`src/dcp_pkg.sv`:
```
// Shared types and constants for the distance constraint projection block.
package dcp_pkg;

  localparam int SQRT_STEPS = 33;  // root bits of a 66 bit radicand
  localparam int DIV_STEPS  = 31;  // quotient bits of the unit direction
  localparam int RAD_W      = 66;
  localparam int LEN_W      = 33;
  localparam int REM_W      = 35;
  localparam int DIVR_W     = 34;
  localparam int U_W        = 31;
  localparam int M_W        = 32;

  typedef struct packed {
    logic signed [31:0] first_x;
    logic signed [31:0] first_y;
    logic signed [31:0] second_x;
    logic signed [31:0] second_y;
    logic [16:0]        first_weight;
    logic [16:0]        second_weight;
    logic [30:0]        rest_length;
  } in_t;

  typedef struct packed {
    logic signed [31:0] new_first_x;
    logic signed [31:0] new_first_y;
    logic signed [31:0] new_second_x;
    logic signed [31:0] new_second_y;
    logic signed [31:0] length_error;
    logic               degenerate;
  } out_t;

  // classified request handed from front to back
  typedef struct packed {
    logic signed [31:0] fx;
    logic signed [31:0] fy;
    logic signed [31:0] sx;
    logic signed [31:0] sy;
    logic [16:0]        w1;
    logic [16:0]        w2;
    logic [30:0]        rest;
    logic [32:0]        ax;
    logic [32:0]        ay;
    logic               negx;
    logic               negy;
    logic               deg;
  } work_t;

endpackage

```
`src/dcp_front.sv`:
```
// Front end: take a request, form the difference vector and classify it.
module dcp_front import dcp_pkg::*; (
  input  logic  clk,
  input  logic  rst,
  input  logic  in_valid,
  output logic  in_ready,
  input  in_t   in_data,
  output logic  work_valid,
  input  logic  work_ready,
  output work_t work
);

  logic               valid;
  work_t              item;
  work_t              item_next;
  logic signed [32:0] dx;
  logic signed [32:0] dy;

  assign in_ready   = !valid || work_ready;
  assign work_valid = valid;
  assign work       = item;

  always_comb begin
    dx = {in_data.second_x[31], in_data.second_x} - {in_data.first_x[31], in_data.first_x};
    dy = {in_data.second_y[31], in_data.second_y} - {in_data.first_y[31], in_data.first_y};
    item_next.fx   = in_data.first_x;
    item_next.fy   = in_data.first_y;
    item_next.sx   = in_data.second_x;
    item_next.sy   = in_data.second_y;
    item_next.w1   = in_data.first_weight;
    item_next.w2   = in_data.second_weight;
    item_next.rest = in_data.rest_length;
    item_next.ax   = dx[32] ? 33'(-dx) : 33'(dx);
    item_next.ay   = dy[32] ? 33'(-dy) : 33'(dy);
    item_next.negx = dx[32];
    item_next.negy = dy[32];
    item_next.deg  = (dx == '0) && (dy == '0);
  end

  always_ff @(posedge clk) begin
    if (rst) begin
      valid <= 1'b0;
    end else if (in_ready) begin
      valid <= in_valid;
    end
    if (in_valid && in_ready) begin
      item <= item_next;
    end
  end

endmodule

```
`config.mk`:
```
export PLATFORM = sky130hd
export DESIGN_NAME = dcp_front
export DESIGN_NICKNAME = d
export VERILOG_FILES = /design/src/dcp_pkg.sv /design/src/dcp_front.sv
export SDC_FILE = /design/constraint.sdc
export NUM_CORES = 1
export LEC_CHECK = 0
export BUFFER_PORTS_ARGS = -buffer_cell sky130_fd_sc_hd__buf_4
export CORE_AREA = 2 2 180 182
export DETAILED_ROUTE_END_ITERATION = 8
export DIE_AREA = 0 0 182 184
export GPL_TIMING_DRIVEN = 0
export MAX_ROUTING_LAYER = met4
export PLACE_DENSITY_LB_ADDON = 0.2
export SLEW_MARGIN = 20
export SYNTH_ARGS = -nofsm -noshare
export SYNTH_HDL_FRONTEND = slang
export SYNTH_SLANG_ARGS = --single-unit
```
`constraint.sdc`:
```
create_clock -name clk -period 8.47 [get_ports clk]
set_clock_uncertainty 0.1 [all_clocks]
set_input_delay 1.2705 -clock clk [delete_from_list [all_inputs] [get_ports clk]]
set_output_delay 1.2705 -clock clk [all_outputs]
set_load 0.01 [all_outputs]
```
; ---- After elaboration in Yosys (flattened, before gate mapping)
; Cells that the tools add are included.
[word_totals]
reg_bits = 263
word_cells = 27
[classes]
mux = 2
add_sub_neg = 4
n_reduce_logical = 6
[op_table]
columns = op, count
row1 = zero test 33 bit, 2
row2 = negation 33 bit, 2
row3 = subtractor 32 x 32 -> 33 bit, 2
row4 = two-way mux 32 bit, 2
row5 = logical AND 1 bit, 2
row6 = zero test 1 bit, 1
row7 = logical OR 1 bit, 1

; ---- Depth between registers and ports, before layout
; Gate-level depths: netlist of the first run.
[depth]
word_depth = 3
mapped_depth = 16

; ---- Worst setup path before layout of the first run
; Ideal clock, no wire load.
[synth_timing]
path_kind = input-to-reg
start = in work_ready
end = reg item (netlist bit work[0]), enable pin
required_time_ns = 7.713
path_slack_ns = 0.269
stages = 2
t_arrival_ns = 7.444
cell_sequence = nand2b_1 -> and2_1
[synth_between]
elab_chain_len = 2
[synth_rtl]
columns = item, line
row1 = "start, declared", dcp_front.sv:9  ; input logic work_ready,
row2 = logical OR 1 bit, dcp_front.sv:19  ; assign in_ready = !valid || work_ready;
row3 = logical AND 1 bit, dcp_front.sv:46  ; if (in_valid && in_ready) begin
row4 = "end signal, assigned", dcp_front.sv:47  ; item <= item_next;
row5 = "end, declared", dcp_front.sv:14  ; work_t item;
; No other way between the ends.
; A chain may end at the register's enable or synchronous reset.

; ---- Worst setup path after layout of the first run
[layout_timing]
start = in in_data[148] (netlist name)
end = reg item (netlist bit work[35]), data pin
[layout_between]
elab_chain_len = 2
[layout_rtl]
columns = item, line
row1 = "start, declared", dcp_front.sv:7  ; input in_t in_data,
row2 = subtractor 32 x 32 -> 33 bit (*), dcp_front.sv:25  ; dy = {in_data.second_y[31], in_data.second_y} - {in_data.first_y[31], in_data.first_y};
row3 = negation 33 bit, dcp_front.sv:34  ; item_next.ay = dy[32] ? 33'(-dy) : 33'(dy);
; Mark *: on every way between the ends. The rest lies on a longest branch, timed or not.

==> metrics.log, run 1 <==
[metrics] run status: completed
[metrics] Yosys warning count: 0
[metrics] leading register cell type out of synthesis: sky130_fd_sc_hd__edfxtp_1
[metrics] combinational family with the most area after synthesis: compound AO/OA/AOI/OAI gates
[metrics] placed cell area: 17600 um^2
[metrics] Remaining DRCs: 0
[metrics] slowest stage cell, crit path: sky130_fd_sc_hd__a211oi_1
[metrics] ratio of routed vias to standard cells: 5.25
[metrics] leading cell type by number of instances after synthesis: sky130_fd_sc_hd__edfxtp_1
[metrics] arithmetic-cell share of the synthesized area counting full adders, half adders and majority gates: between 6 and 7%
[metrics] count of max-cap constraint violations: 0
[metrics] internal reg-to-reg setup slack: 6.03 ns
[metrics] clock tree from TritonCTS: built
[metrics] count of endpoints failing hold in the final timing report: 0
[metrics] final worst path period need: 5.42 ns
[metrics] total overflow reported by the global router: 0
[metrics] input/output buffers: 460
[metrics] # nets final: 1878
[metrics] first-pass GRT wire length: 58400 um
[metrics] Simple-Gate Fraction of Synth Area: between 10 and 15%
[metrics] Die Footprint: 33500 um^2
[metrics] Critical Path Max Stage Delay: 0.61 ns
[metrics] power density cells: 202 nW/um^2
[metrics] multiplexer share of the synthesized area: less than 1%
[metrics] number of flops mapped to enable cells by yosys: approximately 260
[metrics] number of antenna violations at the first check in global routing: 1
[metrics] fraction of synthesized cell area in xor and xnor cells: under 10%
[metrics] fraction of synthesized cell area taken by the top area cell type: roughly three fifths
[metrics] number of rows created at floorplan: between 60 and 70
[metrics] total setup violations reported at the end of the flow: 0
[metrics] Inst Count DP: 1980
[metrics] most instantiated cells after synthesis: 262 x sky130_fd_sc_hd__edfxtp_1, 97 x sky130_fd_sc_hd__inv_1, 85 x sky130_fd_sc_hd__a21oi_1, 71 x sky130_fd_sc_hd__nand2_1, 70 x sky130_fd_sc_hd__ha_1
[metrics] mean cell area of the mapped netlist: between 10 and 15 um^2
[metrics] Max transition margin: 43.7%
[metrics] Max Freq: 184 MHz
[metrics] worst-case clock buffer depth: 3
[metrics] type of element launching the critical path: input pin
[metrics] number of DRC markers in iteration 0: 561
[metrics] biggest area contributors in the synthesized netlist: sky130_fd_sc_hd__edfxtp_1 58%, sky130_fd_sc_hd__ha_1 6.5%, sky130_fd_sc_hd__xnor2_1 4.0%, sky130_fd_sc_hd__a21oi_1 3.2%, sky130_fd_sc_hd__xor2_1 2.9%
[metrics] element type at the critical path end: flop
[metrics] TritonCTS Buffers: 29
[metrics] level count of the clock H-tree: 1
[metrics] routed via count: ~11k
[metrics] pin count of the biggest net entering global routing: 61
[metrics] Final ANT Viol Nets: 0
[metrics] synthesized instance count: roughly 1.1k
[metrics] Horiz. Die Dim: about 180 um
[metrics] critical path required time: 8.66 ns
[metrics] clock latency on the worst-skew pair: ~0.54 ns
[metrics] Max rail drop VDD: 139 uV
[metrics] fraction of final layout cells sized beyond drive strength 1: 33.0%
[metrics] initial core utilization: 43.0%
[metrics] worst hold slack: between 0.4 and 0.5 ns
[metrics] final routed wire length divided by cell count: 19.2 um
[metrics] Detailed Place HPWL: 30800 um
[metrics] post-route cell area: approximately 18000 um^2
[metrics] Post-CTS Hold Buffers: 0
[metrics] all-layer global routing usage: a little under a quarter
[metrics] drt pass-1 iters: 5
[metrics] slew at the pin closest to its max-slew limit: ~0.8 ns
[metrics] class of the tightest hold or removal check: flop to flop
[metrics] root buf cell: sky130_fd_sc_hd__clkbuf_16
[metrics] Layout Cells excl Fill: 2031
[metrics] final core utilization: 58.7%
[metrics] Synth Register Bits: approximately 260
[metrics] Synth async-reset ratio: 0%
[metrics] via count of the first global-routing pass: 10.5k
[metrics] clock input transition at the sequential cells of the worst setup and hold paths: 0.06 ns
[metrics] Seq/Total Area, Yosys: 58.4%
[metrics] WP data arrival: 5.61 ns
[metrics] Final Max Slew Viols: 0
[metrics] I/O pin count: 461
[metrics] post-cts sizing count: 0
[metrics] final clock period utilization by the worst path: 64.0%
[metrics] gpl congestion: between 0.8 and 0.9
[metrics] post-synthesis instance area: roughly 13000 um^2
[metrics] RSZ-0062 raised after global routing: no
[metrics] Syn-to-layout area delta: 36.6%
[metrics] count of buffers added by post-CTS timing repair for setup: 0
[metrics] highest fanout seen on the critical path: 7
[metrics] post-synthesis cell type count: 82
[metrics] Post-Route WL: roughly 39000 um
[metrics] Worst Setup Path Type: input pin to flop
[metrics] clk sinks: 263
[metrics] Mapped Nets: 1382
[metrics] post-synth top area cell: sky130_fd_sc_hd__edfxtp_1
[metrics] CP Cell Sequence: buf_4, inv_1, ha_1, and2_1, nand3_1, or2_2, or4_1, o21ai_0, xor2_1, a211oi_1, nand4_1, nor4bb_1, ha_1, and2_1
[metrics] Core Box Area: 31400 um^2
[metrics] Synth Area in Compound Gates: 13.4%
[metrics] standby leakage power: roughly 0.0078 uW
[metrics] die outline height: 184 um
==> per-stage QoR <==
| step | worst slack (ns) | total power, uW | TNS [ns] |
|---|---|---|---|
| finish | 3.05 | 3720 | 0 |
| global route | 2.90 | 3890 | 0 |
| CTS | 3.22 | 3760 | 0 |
| detailed placement | 2.65 | 2580 | 0 |
| global placement | -2.21 | 2590 | -568.45 |
| floorplan | 0.269 | 2190 | 0 |
==> worst max-delay path: cells and delay by family <==
kind            cells  cell delay [ns]
buf+inv             2             0.16
fa+ha+maj           2             0.75
compound gates      2             1.09
simple gates        7             2.13
xor+xnor            1             0.22
==> layout by cell type, fill, tap and decap left out, types with 7 or more instances in the layout <==
cell type / synthesis / routed
sky130_fd_sc_hd__nor2_1: 62 / 62
sky130_fd_sc_hd__o31ai_1: 13 / 13
sky130_fd_sc_hd__inv_1: 97 / 97
sky130_fd_sc_hd__nand2_1: 71 / 71
sky130_fd_sc_hd__nor2b_1: 11 / 11
sky130_fd_sc_hd__nand2b_1: 9 / 9
sky130_fd_sc_hd__o21bai_1: 8 / 8
sky130_fd_sc_hd__a31oi_1: 11 / 11
sky130_fd_sc_hd__ha_1: 70 / 70
sky130_fd_sc_hd__nor3b_1: 9 / 9
sky130_fd_sc_hd__o21ai_0: 48 / 48
sky130_fd_sc_hd__buf_4: 0 / 460
sky130_fd_sc_hd__xnor2_1: 62 / 62
sky130_fd_sc_hd__nand3_1: 18 / 18
sky130_fd_sc_hd__clkbuf_16: 0 / 29
sky130_fd_sc_hd__clkbuf_1: 19 / 25
sky130_fd_sc_hd__o21a_1: 12 / 12
sky130_fd_sc_hd__nand4_1: 16 / 16
sky130_fd_sc_hd__o211ai_1: 7 / 7
sky130_fd_sc_hd__a21o_1: 19 / 19
sky130_fd_sc_hd__o21ai_1: 8 / 8
sky130_fd_sc_hd__and2_1: 19 / 18
sky130_fd_sc_hd__a21oi_1: 85 / 85
sky130_fd_sc_hd__clkinv_2: 0 / 7
sky130_fd_sc_hd__edfxtp_1: 262 / 262
sky130_fd_sc_hd__nor3_1: 20 / 20
sky130_fd_sc_hd__xor2_1: 44 / 44
==> power breakdown <==
group	total (uW)	leakage, uW	internal (uW)	switching [uW]
registers	1630	0.00254	1590	33.8
clock network	1160	0.000417	653	509
logic	930	0.00488	413	517
==> layout make-up <==
class	instances	area [um^2]
fillers	2668	13000
flip-flops and latches	263	7890
multi-input cells	727	5140
repair buffers	465	3580
clock buffers	35	748
well taps	402	503
inverters	98	368
clock inverters	15	104
plain buffers	25	101
diodes	1	2.50
==> sequential cells by signal, summed over array words and instances (netlist names) <==
| name | flops |
|---|---|
| work_valid | 1 |
| work | 262 |
==> worst paths after layout <==
kind | from | endpoint | cells past startpoint
hold / removal | work_valid$_SDFFE_PP0N_ | work_valid$_SDFFE_PP0N_ | 2
setup / recovery | in_data[148] | work[35]$_SDFFCE_PN0P_ | 14
setup reg to reg | work_valid$_SDFFE_PP0N_ | work[117]$_DFFE_PP_ | 6
hold reg to reg | work_valid$_SDFFE_PP0N_ | work_valid$_SDFFE_PP0N_ | 2
==> kinds of logic (layout without fill, tap and decap cells) <==
logic type / Yosys count / count (layout)
and+or+nand+nor: 274 / 274
AOI/OAI and AO/OA: 271 / 271
DFF: 263 / 263
buffers and inverters: 123 / 638
xor gates and xnor gates: 106 / 106
adders and majority gates: 72 / 72
muxes: 4 / 4
other: 0 / 1
==> per-layer routing <==
layer  GRT usage (%)  vias up  part of all wire, %
met2            38.3      393                   48
li1                -     5130                    -
met1            28.8     5091                   43
met4            6.13        0                  2.5
met3            4.69       57                  7.3
met5               -        -                    0
Power figures use the tool's default switching activity.
==> run 2, diff against run 1 <==
CORE_AREA = 2 2 181 183   (was 2 2 180 182)
DIE_AREA = 0 0 183 185   (was 0 0 182 184)
clock period = 5 ns   (was 8.47 ns; I/O delays follow)
==> run 2 against run 1 <==
Effect of this change:
- flip-flop and latch count is the same
- setup slack lost 2.8 ns
- via count shrank 0.14%
- utilization shrank 0.86 points
- die area grew 1.1%
- global-route usage shrank 0.49 points
- register-to-register slack lost 3.0 ns
- largest power group unchanged
- highest routed layer unchanged
==> metrics.log, run 2 (synthesized netlist as in run 1, its figures left out) <==
[metrics] worst flop-to-flop path endpoint: work[93]$_DFFE_PP_ (was work[117]$_DFFE_PP_)
[metrics] count of max-cap constraint violations: 0 (unchanged)
[metrics] power density cells: 350 nW/um^2 (was 202 nW/um^2)
[metrics] WP data arrival: 4.94 ns (was 5.61 ns)
[metrics] Die Footprint: 33900 um^2 (was 33500 um^2)
[metrics] drt pass-1 iters: 6 (was 5)
[metrics] number of rows created at floorplan: 66 (was 65)
[metrics] type of element launching the critical path: input pin (unchanged)
[metrics] Syn-to-layout area delta: 37.4% (was 36.6%)
[metrics] gpl congestion: 0.919 (was 0.892)
[metrics] count of endpoints failing hold in the final timing report: 0 (unchanged)
[metrics] RSZ-0062 raised after global routing: no (unchanged)
[metrics] leading cell type in the layout, fill and taps excluded: sky130_fd_sc_hd__buf_4 (unchanged)
[metrics] clock latency on the worst-skew pair: 0.54 ns (about the same)
[metrics] clock input transition at the sequential cells of the worst setup and hold paths: 0.06 ns (about the same)
[metrics] initial core utilization: 42.1% (was 43.0%)
[metrics] input/output buffers: 460 (unchanged)
[metrics] buffer and inverter count on the worst path: 4 (was 2)
[metrics] highest fanout seen on the critical path: 10 (was 7)
[metrics] pin count of the biggest net entering global routing: 59 (was 61)
[metrics] Hold Crit Start: rst (was work_valid$_SDFFE_PP0N_)
[metrics] clock tree from TritonCTS: built (unchanged)
[metrics] Horiz. Die Dim: 183 um (was 182 um)
[metrics] die outline height: 185 um (was 184 um)
[metrics] TritonCTS Buffers: 29 (unchanged)
[metrics] ratio of routed vias to standard cells: 5.22 (was 5.25)
[metrics] Post-CTS Hold Buffers: 0 (unchanged)
[metrics] final clock period utilization by the worst path: 94.7%
[metrics] worst-case clock buffer depth: 3 (unchanged)
[metrics] post-cts sizing count: 0 (unchanged)
[metrics] final worst path period need: 4.73 ns
[metrics] number of antenna violations at the first check in global routing: 2 (was 1)
[metrics] Final Max Slew Viols: 0 (unchanged)
[metrics] Final ANT Viol Nets: 0 (unchanged)
[metrics] count of buffers added by post-CTS timing repair for setup: 0 (unchanged)
[metrics] fraction of final layout cells sized beyond drive strength 1: 33.2% (was 33.0%)
[metrics] CP Cell Sequence: buf_4, inv_1, ha_1, fa_1, and2b_1, o2111ai_1, a21o_1, o31a_1, o21ai_1, a311oi_1, nor2b_1, o22ai_2, clkinv_1, clkbuf_1, ha_1, and2_1 (was buf_4, inv_1, ha_1, and2_1, nand3_1, or2_2, or4_1, o21ai_0, xor2_1, a211oi_1, nand4_1, nor4bb_1, ha_1, and2_1)
[metrics] Max rail drop VDD: 266 uV (was 139 uV)
[metrics] final core utilization: 57.9% (was 58.7%)
[metrics] Core Box Area: 32000 um^2 (was 31400 um^2)
[metrics] highest-count cells in the layout ignoring fill and taps: 460 x sky130_fd_sc_hd__buf_4, 262 x sky130_fd_sc_hd__edfxtp_1, 97 x sky130_fd_sc_hd__inv_1 (unchanged)
[metrics] Critical Path Max Stage Delay: 0.47 ns (was 0.61 ns)
[metrics] post-route cell area: 18500 um^2 (was 18400 um^2)
[metrics] via count of the first global-routing pass: 10.2k (was 10.5k)
[metrics] run status: completed (unchanged)
[metrics] cell count of the worst reg-to-reg path: 4 (was 6)
[metrics] Max Freq: 211 MHz
[metrics] first-pass GRT wire length: 57400 um (was 58400 um)
[metrics] slowest stage cell, crit path: sky130_fd_sc_hd__clkinv_1 (was sky130_fd_sc_hd__a211oi_1)
[metrics] placed cell area: 17600 um^2 (unchanged)
[metrics] origin of the critical flop-to-flop path: work_valid$_SDFFE_PP0N_ (unchanged)
[metrics] class of the tightest hold or removal check: input pin to flop (was flop to flop)
[metrics] delay-heaviest family, CP: compound AO/OA/AOI/OAI gates (was simple AND/OR/NAND/NOR gates)
[metrics] Detailed Place HPWL: 30600 um (was 30800 um)
[metrics] Max transition margin: 44.2% (was 43.7%)
[metrics] root buf cell: sky130_fd_sc_hd__clkbuf_16 (unchanged)
[metrics] clk sinks: 263 (unchanged)
[metrics] end point of the worst hold path: work_valid$_SDFFE_PP0N_ (unchanged)
[metrics] total overflow reported by the global router: 0 (unchanged)
[metrics] critical path required time: 5.21 ns (was 8.66 ns)
[metrics] routed via count: 10.7k (about the same)
[metrics] # nets final: 1878 (unchanged)
[metrics] I/O pin count: 461 (unchanged)
[metrics] slew at the pin closest to its max-slew limit: 0.815 ns (was 0.823 ns)
[metrics] Worst Setup Path Type: input pin to flop (unchanged)
[metrics] element type at the critical path end: flop (unchanged)
[metrics] Largest register FFs: 262 (unchanged)
[metrics] final routed wire length divided by cell count: 18.9 um (was 19.2 um)
[metrics] level count of the clock H-tree: 1 (unchanged)
[metrics] internal reg-to-reg setup slack: 3.08 ns (was 6.03 ns)
[metrics] worst hold stages: 2 (unchanged)
[metrics] cell seen most often among critical-path stages: sky130_fd_sc_hd__ha_1
[metrics] Remaining DRCs: 0 (unchanged)
[metrics] total setup violations reported at the end of the flow: 0 (unchanged)
[metrics] number of DRC markers in iteration 0: 832 (was 561)
[metrics] standby leakage power: 0.00789 uW (was 0.00784 uW)
[metrics] Post-Route WL: 38700 um (was 38900 um)
[metrics] all-layer global routing usage: 22.5% (was 23.0%)
## run 2: cell count changes in the layout (fill, tap and decap cells not counted), sizes merged
cell and delta:
clkinvlp -1, clkbuf -3, bufinv +3, clkinv +4
inv +1, diode +1
## run 2: per-layer routing
layer | wire length (um) | GRT usage (%) | part of all wire, % | up-vias
li1 | - | - | - | 5133
met5 | 0 | - | 0 | -
met4 | 1010 | 6.69 | 2.6 | 0
met1 | 15400 | 26.9 | 40 | 5056
met2 | 18500 | 36.9 | 48 | 418
met3 | 3800 | 6.98 | 9.8 | 49
## run 2: layout make-up
class                           instances  area (um^2)
Buffer                                 25          101
Fill cell                            2734        13500
Sequential cell                       263         7890
Antenna cell                            2         5.00
Tap cell                              408          510
Multi-Input combinational cell        727         5140
Clock buffer                           32          737
Clock inverter                         22          219
Inverter                               98          368
Timing Repair Buffer                  465         3580
## run 2: how the worst max path moves through the flow
stage	start	to	slack (ns)	depth (start not counted)
CTS	in_data[102]	work[68]$_SDFFCE_PP0P_	0.27	15
finish	in_data[97]	work[68]$_SDFFCE_PP0P_	0.27	16
global placement	work_ready	work[79]$_DFFE_PP_	-1.12	3
global route	in_data[97]	work[68]$_SDFFCE_PP0P_	0.01	16
floorplan	work_ready	work[0]$_DFFE_PP_	0.28	2
detailed placement	in_data[103]	work[68]$_SDFFCE_PP0P_	-0.32	14
## run 2: per-stage QoR
step	hold WS [ns]	TNS, ns	setup WS [ns]	total power, uW	instances
after global placement	0.402	-287.03	-1.12	4360	1981
final	0.265	0	0.267	6480	2042
after global routing	0.236	0	0.0148	6780	2042
after CTS	0.239	0	0.269	6540	2040
after floorplan	0.493	0	0.282	3700	1113
after detailed placement	0.456	-1.56	-0.317	4380	1986
## run 2: power by group
group          leakage, uW  total (uW)  internal, uW  switching, uW
clock             0.000469        2150          1270            883
combinational      0.00487        1580           699            880
sequential         0.00254        2750          2700           54.6
total              0.00789        6480          4670           1820
## run 2: worst register-to-register path, delay by kind of cell (launching register included)
family / cells / cell delay [ns]
and+or+nand+nor: 2 / 0.52
buffers and inverters: 2 / 0.61
DFF: 1 / 0.32
==> run 3, diff against run 2 <==
REMOVE_ABC_BUFFERS = 1   (was unset)
==> run 3 against run 2 <==
Effect of this change:
- combinational power is essentially flat
- total power increased by 0.41%
- flip-flop and latch count unchanged
- utilization is 0.29 points lower
- register-to-register slack about the same
- global-route usage fell by 0.67 points
- largest power group unchanged
- highest routed layer unchanged
==> metrics.log, run 3 (synthesized netlist as in run 1, its figures left out) <==
[metrics] total overflow reported by the global router: 0 (unchanged)
[metrics] all-layer global routing usage: 21.9% (was 22.5%)
[metrics] Worst Setup Path Type: input pin to flop (unchanged)
[metrics] ratio of routed vias to standard cells: 5.19 (was 5.22)
[metrics] Inst Count DP: 1960 (was 1986)
[metrics] Post-Route WL: 37600 um (was 38700 um)
[metrics] cell count of the worst reg-to-reg path: 3 (was 4)
[metrics] Max rail drop VDD: 273 uV (was 266 uV)
[metrics] clock latency on the worst-skew pair: 0.55 ns (was 0.54 ns)
[metrics] final routed wire length divided by cell count: 18.6 um (was 18.9 um)
[metrics] drt pass-1 iters: 5 (was 6)
[metrics] clock tree from TritonCTS: built (unchanged)
[metrics] Remaining DRCs: 0 (unchanged)
[metrics] first-pass GRT wire length: 56200 um (was 57400 um)
[metrics] WP data arrival: 4.79 ns (was 4.94 ns)
[metrics] number of antenna violations at the first check in global routing: 1 (was 2)
[metrics] pin count of the biggest net entering global routing: 60 (was 59)
[metrics] post-route setup TNS: 0 ns (unchanged)
[metrics] level count of the clock H-tree: 1 (unchanged)
[metrics] Post-CTS Hold Buffers: 0 (unchanged)
[metrics] Core Box Area: 32000 um^2 (unchanged)
[metrics] die outline height: 185 um (unchanged)
[metrics] Syn-to-layout area delta: 36.7% (was 37.4%)
[metrics] Largest register FFs: 262 (unchanged)
[metrics] fraction of final layout cells sized beyond drive strength 1: 33.5% (was 33.2%)
[metrics] input/output buffers: 460 (unchanged)
[metrics] clk sinks: 263 (unchanged)
[metrics] slew at the pin closest to its max-slew limit: 0.810 ns (was 0.815 ns)
[metrics] power density cells: 353 nW/um^2 (was 350 nW/um^2)
[metrics] worst hold stages: 2 (unchanged)
[metrics] Detailed Place HPWL: 29600 um (was 30600 um)
[metrics] Horiz. Die Dim: 183 um (unchanged)
[metrics] number of DRC markers in iteration 0: 640 (was 832)
[metrics] Die Footprint: 33900 um^2 (unchanged)
[metrics] worst-case clock buffer depth: 3 (unchanged)
[metrics] worst hold slack: 0.251 ns (was 0.265 ns)
[metrics] clock input transition at the sequential cells of the worst setup and hold paths: 0.06 ns (about the same)
[metrics] gpl congestion: 0.933 (was 0.919)
[metrics] Final ANT Viol Nets: 0 (unchanged)
[metrics] critical path required time: 5.21 ns (about the same)
[metrics] root buf cell: sky130_fd_sc_hd__clkbuf_16 (unchanged)
[metrics] class of the tightest hold or removal check: input pin to flop (unchanged)
[metrics] Critical Path Max Stage Delay: 0.67 ns (was 0.47 ns)
[metrics] Max Freq: 219 MHz (was 211 MHz)
[metrics] number of rows created at floorplan: 66 (unchanged)
[metrics] standby leakage power: 0.00783 uW (was 0.00789 uW)
[metrics] Max transition margin: 45.1% (was 44.2%)
[metrics] initial core utilization: 42.1% (unchanged)
[metrics] element type at the critical path end: flop (unchanged)
[metrics] # nets final: 1853 (was 1878)
[metrics] slowest stage cell, crit path: sky130_fd_sc_hd__a2111oi_0 (was sky130_fd_sc_hd__clkinv_1)
[metrics] TritonCTS Buffers: 30 (was 29)
[metrics] highest-count cells in the layout ignoring fill and taps: 460 x sky130_fd_sc_hd__buf_4, 262 x sky130_fd_sc_hd__edfxtp_1, 97 x sky130_fd_sc_hd__inv_1 (unchanged)
[metrics] run status: completed (unchanged)
[metrics] count of max-cap constraint violations: 0 (unchanged)
[metrics] Layout Cells excl Fill: 2018 (was 2042)
[metrics] routed via count: 10.5k (was 10.7k)
[metrics] type of element launching the critical path: input pin (unchanged)
[metrics] highest fanout seen on the critical path: 5 (was 10)
[metrics] leading cell type in the layout, fill and taps excluded: sky130_fd_sc_hd__buf_4 (unchanged)
[metrics] total setup violations reported at the end of the flow: 0 (unchanged)
[metrics] final clock period utilization by the worst path: 91.5% (was 94.7%)
[metrics] count of endpoints failing hold in the final timing report: 0 (unchanged)
[metrics] via count of the first global-routing pass: 10.2k (about the same)
[metrics] I/O pin count: 461 (unchanged)
[metrics] final worst path period need: 4.57 ns (was 4.73 ns)
[metrics] CP Cell Sequence: buf_4, inv_1, ha_1, fa_1, nand2b_1, a2111oi_0, o21ai_0, nand2_1, xor2_1, or4_4, nor3_2, nand3_1, nor2_1, nor4bb_1, ha_1, and2_1 (was buf_4, inv_1, ha_1, fa_1, and2b_1, o2111ai_1, a21o_1, o31a_1, o21ai_1, a311oi_1, nor2b_1, o22ai_2, clkinv_1, clkbuf_1, ha_1, and2_1)
[metrics] Final Max Slew Viols: 0 (unchanged)
[metrics] cell seen most often among critical-path stages: sky130_fd_sc_hd__ha_1 (unchanged)
[metrics] RSZ-0062 raised after global routing: no (unchanged)
run 3: cell type report:
class	instances	area (um^2)
inverter	98	369
tap	408	510
multi-input combinational	727	5150
antenna	2	5.00
clock inverter	19	194
timing repair buffer	464	3560
fill	2727	13600
sequential	263	7890
clock buffer	37	777
run 3: path summary, 6_finish.rpt:
kind / from / slack [ns] / end
hold / removal: rst / 0.25 / work_valid$_SDFFE_PP0N_
hold reg to reg: work_valid$_SDFFE_PP0N_ / 0.44 / work_valid$_SDFFE_PP0N_
setup reg to reg: work_valid$_SDFFE_PP0N_ / 3.09 / work[199]$_DFFE_PP_
setup / recovery: in_data[65] / 0.43 / work[35]$_SDFFCE_PN0P_
run 3: per-layer routing:
layer / part of all wire (%) / wire, um / GRT usage, % / vias to the layer above
li1: - / - / - / 5073
met1: 40 / 15200 / 26.5 / 4932
met2: 48 / 18100 / 36.1 / 405
met3: 9.1 / 3410 / 6.11 / 58
met4: 2.4 / 907 / 6.08 / 0
met5: 0 / 0 / - / -
run 3: repair_timing:
item,4_1_cts,5_1_grt
buffers inserted,0,0
endpoints found under the setup margin,1,1
cloned,0,0
endpoints found under the hold margin,0,0
resized for setup,1,1
run 3: power by group:
group          switching, uW  leakage (uW)  internal [uW]  total, uW
clock                    909      0.000468           1260       2170
sequential              57.2       0.00254           2700       2760
combinational            883       0.00482            697       1580
run 3: through the flow:
| step | utilization, % | cell area, um^2 | setup WS, ns | total power [uW] |
|---|---|---|---|---|
| 2_1_floorplan | - | 13400 | -2.68 | 3710 |
| 3_5_place_dp | 54.5 | 17500 | -0.609 | 4380 |
| 3_3_place_gp | 54.2 | 17400 | -5.11 | 4390 |
| 6_report | 57.6 | 18500 | 0.427 | 6510 |
| 5_1_grt | 57.6 | 18500 | 0.136 | 6810 |
| 4_1_cts | 57.6 | 18400 | 0.323 | 6570 |
run 3: worst max-delay path: cells and delay by family:
| kind | cells | cell delay [ns] |
|---|---|---|
| compound gates | 2 | 0.83 |
| xor+xnor | 1 | 0.13 |
| fa+ha+maj | 3 | 0.89 |
| buf+inv | 2 | 0.14 |
| simple gates | 8 | 2.03 |
